===== config.mk =====
export PLATFORM = sky130hd
export DESIGN_NAME = varint_length_prefixed_string_deframer
export DESIGN_NICKNAME = d
export VERILOG_FILES = /design/src/sv/vlpsd_pkg.sv /design/src/sv/varint_length_prefixed_string_deframer.sv /design/src/sv/vlpsd_step.sv /design/src/sv/vlpsd_skid.sv
export SDC_FILE = /design/constraint.sdc
export NUM_CORES = 1
export LEC_CHECK = 0
export BUFFER_PORTS_ARGS = -buffer_cell sky130_fd_sc_hd__buf_4
export CELL_PAD_IN_SITES_DETAIL_PLACEMENT = 1
export CELL_PAD_IN_SITES_GLOBAL_PLACEMENT = 2
export CORE_ASPECT_RATIO = 1.5
export CORE_MARGIN = 2
export CORE_UTILIZATION = 40
export DETAILED_ROUTE_END_ITERATION = 10
export PLACE_DENSITY = 0.77
export SYNTH_ARGS = -nofsm -noshare
export SYNTH_HDL_FRONTEND = slang
export SYNTH_HIERARCHICAL = 1
export SYNTH_SLANG_ARGS = --single-unit

===== constraint.sdc =====
create_clock -name clock -period 7.22 [get_ports clock]
set_input_delay 1.444 -clock clock [delete_from_list [all_inputs] [get_ports clock]]
set_output_delay 1.444 -clock clock [all_outputs]
set_load 0.01 [all_outputs]

===== src/sv/vlpsd_pkg.sv =====
// Shared types and codes for the length-prefixed string deframer.
package vlpsd_pkg;

   localparam int unsigned STR_LEN_W = 32;

   typedef enum logic [2:0] {
      ST_BYTE          = 3'd0,
      ST_EMPTY         = 3'd1,
      ST_TRUNC_PREFIX  = 3'd2,
      ST_LONG_PREFIX   = 3'd3,
      ST_TRUNC_PAYLOAD = 3'd4
   } status_type;

   typedef struct packed {
      logic [7:0] in_byte;
      logic       end_of_data;
   } req_type;

   typedef struct packed {
      logic [7:0]           data_byte;
      logic [2:0]           status;
      logic                 last;
      logic [STR_LEN_W-1:0] string_length;
   } rsp_type;

endpackage


===== src/sv/varint_length_prefixed_string_deframer.sv =====
// Top level of the LEB128 length-prefixed string deframer.
// Each result is registered in the result register before it appears on rsp_.
// Throughput: one byte per cycle while req_ready is high; payload bytes give one result each.
// req_ready drops only while the skid register holds a result behind a stalled rsp_ side.
// Reset (synchronous, active high) returns to prefix gathering and empties the output buffer.
module varint_length_prefixed_string_deframer #(
   parameter int unsigned LEN_BITS         = 32,
   parameter int unsigned MAX_PREFIX_BYTES = 5
) (
   input  logic               clock,
   input  logic               reset,
   input  logic               req_valid,
   output logic               req_ready,
   input  vlpsd_pkg::req_type req_data,
   output logic               rsp_valid,
   input  logic               rsp_ready,
   output vlpsd_pkg::rsp_type rsp_data
);
   import vlpsd_pkg::*;

   logic    req_fire;
   logic    push;
   rsp_type push_data;

   // Every byte is stepped in the cycle it is accepted; the skid buffer
   // absorbs the single result that may land while the output is stalled.
   assign req_fire = req_valid && req_ready;

   vlpsd_step #(
      .LEN_BITS         (LEN_BITS),
      .MAX_PREFIX_BYTES (MAX_PREFIX_BYTES)
   ) u_step (
      .clock (clock),
      .reset (reset),
      .fire  (req_fire),
      .req   (req_data),
      .push  (push),
      .rsp   (push_data)
   );

   // Output side: result register with one skid entry, so ready is registered.
   vlpsd_skid u_skid (
      .clock     (clock),
      .reset     (reset),
      .push      (push),
      .push_data (push_data),
      .in_ready  (req_ready),
      .rsp_valid (rsp_valid),
      .rsp_ready (rsp_ready),
      .rsp_data  (rsp_data)
   );

endmodule


===== src/sv/vlpsd_step.sv =====
// Per-byte deframing state and the combinational step for one transaction.
module vlpsd_step #(
   parameter int unsigned LEN_BITS         = 32,
   parameter int unsigned MAX_PREFIX_BYTES = 5
) (
   input  logic              clock,
   input  logic              reset,
   input  logic              fire,
   input  vlpsd_pkg::req_type req,
   output logic              push,
   output vlpsd_pkg::rsp_type rsp
);
   import vlpsd_pkg::*;

   localparam int unsigned CNT_W = $clog2(MAX_PREFIX_BYTES);

   logic                in_payload_ff, in_payload_in;
   logic [CNT_W-1:0]    prefix_count_ff, prefix_count_in;
   logic [LEN_BITS-1:0] length_accum_ff, length_accum_in;
   logic [LEN_BITS-1:0] bytes_remaining_ff, bytes_remaining_in;

   logic [LEN_BITS-1:0]           add_bits;
   logic [LEN_BITS-1:0]           accum_new;
   logic [LEN_BITS-1:0]           rem_dec;
   logic [LEN_BITS+STR_LEN_W-1:0] len_ext;
   logic                          has_rsp;

   // Place the seven new bits at 7*k for the prefix byte now arriving.
   always_comb begin
      add_bits = '0;
      for (int k = 0; k < MAX_PREFIX_BYTES; k++) begin
         if (prefix_count_ff == CNT_W'(k)) begin
            add_bits = LEN_BITS'(req.in_byte[6:0]) << (7 * k);
         end
      end
   end

   assign accum_new = length_accum_ff | add_bits;
   assign rem_dec   = bytes_remaining_ff - LEN_BITS'(1);
   assign len_ext   = {{STR_LEN_W{1'b0}}, length_accum_ff};

   always_comb begin
      in_payload_in      = in_payload_ff;
      prefix_count_in    = prefix_count_ff;
      length_accum_in    = length_accum_ff;
      bytes_remaining_in = bytes_remaining_ff;
      has_rsp            = 1'b0;
      rsp                = '0;

      if (!in_payload_ff) begin
         if (req.end_of_data) begin
            has_rsp         = 1'b1;
            rsp.status      = ST_TRUNC_PREFIX;
            prefix_count_in = '0;
            length_accum_in = '0;
         end else if (req.in_byte[7]) begin
            if (prefix_count_ff == CNT_W'(MAX_PREFIX_BYTES - 1)) begin
               has_rsp         = 1'b1;
               rsp.status      = ST_LONG_PREFIX;
               prefix_count_in = '0;
               length_accum_in = '0;
            end else begin
               prefix_count_in = prefix_count_ff + CNT_W'(1);
               length_accum_in = accum_new;
            end
         end else if (accum_new == '0) begin
            has_rsp         = 1'b1;
            rsp.status      = ST_EMPTY;
            rsp.last        = 1'b1;
            prefix_count_in = '0;
            length_accum_in = '0;
         end else begin
            in_payload_in      = 1'b1;
            prefix_count_in    = '0;
            length_accum_in    = accum_new;
            bytes_remaining_in = accum_new;
         end
      end else begin
         has_rsp           = 1'b1;
         rsp.string_length = len_ext[STR_LEN_W-1:0];
         if (req.end_of_data) begin
            rsp.status         = ST_TRUNC_PAYLOAD;
            in_payload_in      = 1'b0;
            length_accum_in    = '0;
            bytes_remaining_in = '0;
         end else begin
            rsp.status    = ST_BYTE;
            rsp.data_byte = req.in_byte;
            if (rem_dec == '0) begin
               rsp.last           = 1'b1;
               in_payload_in      = 1'b0;
               length_accum_in    = '0;
               bytes_remaining_in = '0;
            end else begin
               bytes_remaining_in = rem_dec;
            end
         end
      end
   end

   assign push = fire && has_rsp;

   always_ff @(posedge clock) begin
      if (reset) begin
         in_payload_ff      <= 1'b0;
         prefix_count_ff    <= '0;
         length_accum_ff    <= '0;
         bytes_remaining_ff <= '0;
      end else if (fire) begin
         in_payload_ff      <= in_payload_in;
         prefix_count_ff    <= prefix_count_in;
         length_accum_ff    <= length_accum_in;
         bytes_remaining_ff <= bytes_remaining_in;
      end
   end

   // payload phase always has at least one byte left to pass
   a_rem_nonzero: assert property (@(posedge clock) disable iff (reset)
      in_payload_ff |-> bytes_remaining_ff != '0)
      else $error("payload phase with zero bytes remaining");

   a_cnt_range: assert property (@(posedge clock) disable iff (reset)
      prefix_count_ff <= CNT_W'(MAX_PREFIX_BYTES - 1))
      else $error("prefix byte count out of range");

   a_cnt_clear: assert property (@(posedge clock) disable iff (reset)
      in_payload_ff |-> prefix_count_ff == '0)
      else $error("prefix count not cleared in payload phase");

   a_len_match: assert property (@(posedge clock) disable iff (reset)
      in_payload_ff |-> bytes_remaining_ff <= length_accum_ff)
      else $error("remaining count exceeds string length");

endmodule


===== src/sv/vlpsd_skid.sv =====
// Two-entry output buffer: result register plus skid register.
module vlpsd_skid (
   input  logic               clock,
   input  logic               reset,
   input  logic               push,
   input  vlpsd_pkg::rsp_type push_data,
   output logic               in_ready,
   output logic               rsp_valid,
   input  logic               rsp_ready,
   output vlpsd_pkg::rsp_type rsp_data
);
   import vlpsd_pkg::*;

   logic    main_valid_ff, skid_valid_ff;
   rsp_type main_data_ff, skid_data_ff;

   assign in_ready  = !skid_valid_ff;
   assign rsp_valid = main_valid_ff;
   assign rsp_data  = main_data_ff;

   always_ff @(posedge clock) begin
      if (reset) begin
         main_valid_ff <= 1'b0;
         skid_valid_ff <= 1'b0;
      end else if (rsp_ready || !main_valid_ff) begin
         if (skid_valid_ff) begin
            main_valid_ff <= 1'b1;
            skid_valid_ff <= 1'b0;
         end else begin
            main_valid_ff <= push;
         end
      end else if (push) begin
         skid_valid_ff <= 1'b1;
      end
   end

   always_ff @(posedge clock) begin
      if (rsp_ready || !main_valid_ff) begin
         main_data_ff <= skid_valid_ff ? skid_data_ff : push_data;
      end else if (push) begin
         skid_data_ff <= push_data;
      end
   end

   a_skid_main: assert property (@(posedge clock) disable iff (reset)
      skid_valid_ff |-> main_valid_ff)
      else $error("skid entry held without a result in front");

   a_no_push_full: assert property (@(posedge clock) disable iff (reset)
      skid_valid_ff |-> !push)
      else $error("result pushed into a full buffer");

endmodule


==> results.toml <==
[run_status]
status = "complete, no violations"

[floorplan]
die_y_um = 177
fp-row-count = 63
die_w_um = 119
core_area_um2 = 19700
io_pins = 59
initial_core_util = 0.406
die-area_um2 = 21200

[pwr]
power_density_nw_per_um2 = 242
peakVddDrop_mv = 0.102
p_leak_nw = 3.35

[critical_path]
required_ns = 7.26
cp_cell_sequence = "buf_4 > or4_1 > o31ai_1 > nand4b_1 > nor4_4 > a2111oi_2 > nor2_2 > inv_1 > nor2_4"
worstSetupPathType = "primary input to flip-flop"
r2r_slack_ns = 3.12
critPathMaxStageDelay_ns = 0.94
path_delay_family = "simple AND/OR/NAND/NOR gates"
slowest_stage = "nor2_4"
startpoint = "req_data[4]"
end_kind = "flip-flop"
rr_endpoint = "u_step/length_accum_ff[20]$_SDFFE_PP0P_"
path_max_fanout = 44
endpoint = "u_skid/skid_data_ff[18]$_DFFE_PP_"
path_buf_inv = 2
reg2reg_from = "u_step/bytes_remaining_ff[0]$_SDFFE_PP0P_"
cp_data_arrival_time_ns = 4.63
cp_num_cells = 9
worst_setup_path_start_kind = "primary input"
r2r_cells = 10

[drt]
wl_per_cell_um = 21.3
ant_nets = 0
drc_errors = 0
detail_route.vias_per_cell = 5.78
drt-total-wl_mm = 22.0
drtIter0Drc = 375
vias = 5968
firstDrtPassIters = 4

[logic_synthesis]
syn_area_per_cell_um2 = 10.8
syn_nets = 759
synth_area_leader_cell = "edfxtp_1"
synth_most_common_cell = "edfxtp_1"
synth_seq_cells = 158
synth_area_um2 = 8000
synth_cells = 739
synthFlopType = "edfxtp_1"
yosys_warnings = 6
synth_top_area_share = 0.330
synth_common_cells = "edfxtp_1 (88), dfxtp_1 (70), a21oi_1 (65), and2_1 (48), nand2_1 (45)"
synthArstFlopShare = 0
yosys.cell_types.count = 68
synth_edf_count = 88
ys_seq_area_frac = 0.506
synthTopCellsByArea = "edfxtp_1 (33%), dfxtp_1 (18%), mux2_4 (7.1%)"

[final_layout]
final_util = 0.460
fill_cells = 2159
finalNonFillerCells = 1033
synthToLayoutAreaGrowth_pct = 13.3
seqCellArea_um2 = 4050
layout-drive-gt1-share = 0.213
multi_input_area_um2 = 3560
antenna_cells = 0
fin_nets = 780
final_cell_area_um2 = 9060

[grt]
grt_antenna_before_repair = 0
grt.overflow.total = 0
grt_pass1_wl_mm = 34.6
grt.total_usage = 0.215
grt_pass1_vias = 6050
grt_max_degree = 77

[timing]
slew_headroom = 0.185
finalHoldViolCount = 0
slew_viol_final = 0
grt_setup_unrepaired = "no"
fin_crit_sh = 0.635
layout_min_cycle_time_ns = 4.59
fin_tns_setup_ns = 0
layout_setup_ws_ns = 2.63
skew_ns = 0.0189
worstMarginPinSlew_ns = 1.22
setup_violations = 0
fmax_ghz = 0.218

[placement]
io_buffers = 58
dp_cells = 1001
post-place-ws_ns = 2.21
placed_cell_area_um2 = 8460
finalWeightedCongestion = 0.956
dp_hpwl_mm = 15.8

[clocking]
cts_tree = "built"
h-tree-depth = 4
cts-root-buf = "clkbuf_16"
cts_setup_buffers = 0
clk_path_buf_depth = 2
cts_made_buffers = 17
path_clk_slew_ns = 0.06
hold_buffers = 0
clock_latency_ns = 0.45
numClockSinks = 158
cts_resized = 0

[worst_hold_path]
hp-class = "flip-flop to flip-flop"

[flow_run]
drv_cap = 0
flip-flops by register name, summed over array words and instances (netlist names):
register and cells:
u_step/bytes_remaining_ff 32, u_skid/skid_data_ff 44, u_skid/rsp_valid 1, u_step/prefix_count_ff 3
u_skid/skid_valid_ff 1, u_step/in_payload_ff 1, u_step/length_accum_ff 32, u_skid/rsp_data 44
per-layer routing:
metal,routed length [um],share of wire,up-vias,GRT usage
met4,588,0.027,0,0.100
met5,0,0,-,0
li1,-,-,2811,-
met2,11600,0.52,110,0.381
met3,586,0.027,35,0.0348
met1,9300,0.42,3012,0.253
layout by cell type (no fill, tap or decap), types with 7 or more instances in the layout:
cell,netlist,routed
ha_1,7,7
o21ai_0,20,20
nor2b_1,8,7
nand2_1,45,45
nand3_1,19,19
a22o_1,25,25
edfxtp_1,88,88
a21oi_1,65,65
o32ai_1,10,10
a31oi_1,17,16
or3_1,7,7
nor3_1,24,24
mux2_4,38,38
inv_1,13,13
clkbuf_16,0,17
and2_1,48,48
nand4_1,10,10
dfxtp_1,70,68
buf_4,2,64
or4_1,11,11
nor2_1,42,41
nor4_1,16,16
worst min-delay path by stage:
stage / from / depth (start not counted) / to
2_1_floorplan: u_step/bytes_remaining_ff[28]$_SDFFE_PP0P_ / 2 / u_step/bytes_remaining_ff[28]$_SDFFE_PP0P_
6_report: u_step/bytes_remaining_ff[28]$_SDFFE_PP0P_ / 2 / u_step/bytes_remaining_ff[28]$_SDFFE_PP0P_
4_1_cts: u_step/bytes_remaining_ff[28]$_SDFFE_PP0P_ / 2 / u_step/bytes_remaining_ff[28]$_SDFFE_PP0P_
5_1_grt: u_skid/skid_data_ff[36]$_DFFE_PP_ / 1 / u_skid/rsp_data[36]$_DFFE_PP_
3_5_place_dp: u_step/bytes_remaining_ff[31]$_SDFFE_PP0P_ / 2 / u_step/bytes_remaining_ff[31]$_SDFFE_PP0P_
3_3_place_gp: u_step/bytes_remaining_ff[31]$_SDFFE_PP0P_ / 2 / u_step/bytes_remaining_ff[31]$_SDFFE_PP0P_
cell families after synthesis:
logic type / share of synthesized area
muxes: 0.0798
xor gates and xnor gates: 0.00767
and+or+nand+nor: 0.189
buffers and inverters: 0.0527
DFF: 0.506
adders and majority gates: 0.0110
AOI/OAI and AO/OA: 0.155
worst reg2reg max path, cell delays in order, from the launching register on:
cell and delay (ns):
dfxtp_1 0.36, inv_1 0.12, ha_1 0.26, nor3b_4 0.42
nand3_1 0.25, o21ai_0 0.25, nand4_1 0.14, a2111oi_1 0.91
a31o_1 0.61, a21oi_4 0.33, a22o_2 0.35
power breakdown:
group	total (mW)	internal [mW]	switching (mW)
sequential	0.993	0.973	0.0200
combinational	0.284	0.0998	0.184
clock	0.918	0.546	0.373
metrics by stage:
stage	power (mW)	hold WS, ns
global route	2.27	0.542
global placement	1.29	0.492
floorplan	1.21	0.464
finish	2.20	0.520
CTS	2.22	0.519
detailed placement	1.30	0.500
area by class of cell:
type	count	area share
inverter	13	0.00539
sequential	158	0.447
multi-input combinational	506	0.393
clock buffer	19	0.0478
timing repair buffer	64	0.0530
tap	260	0.0359
clock inverter	13	0.0182
(Power assumes the default switching activity.)
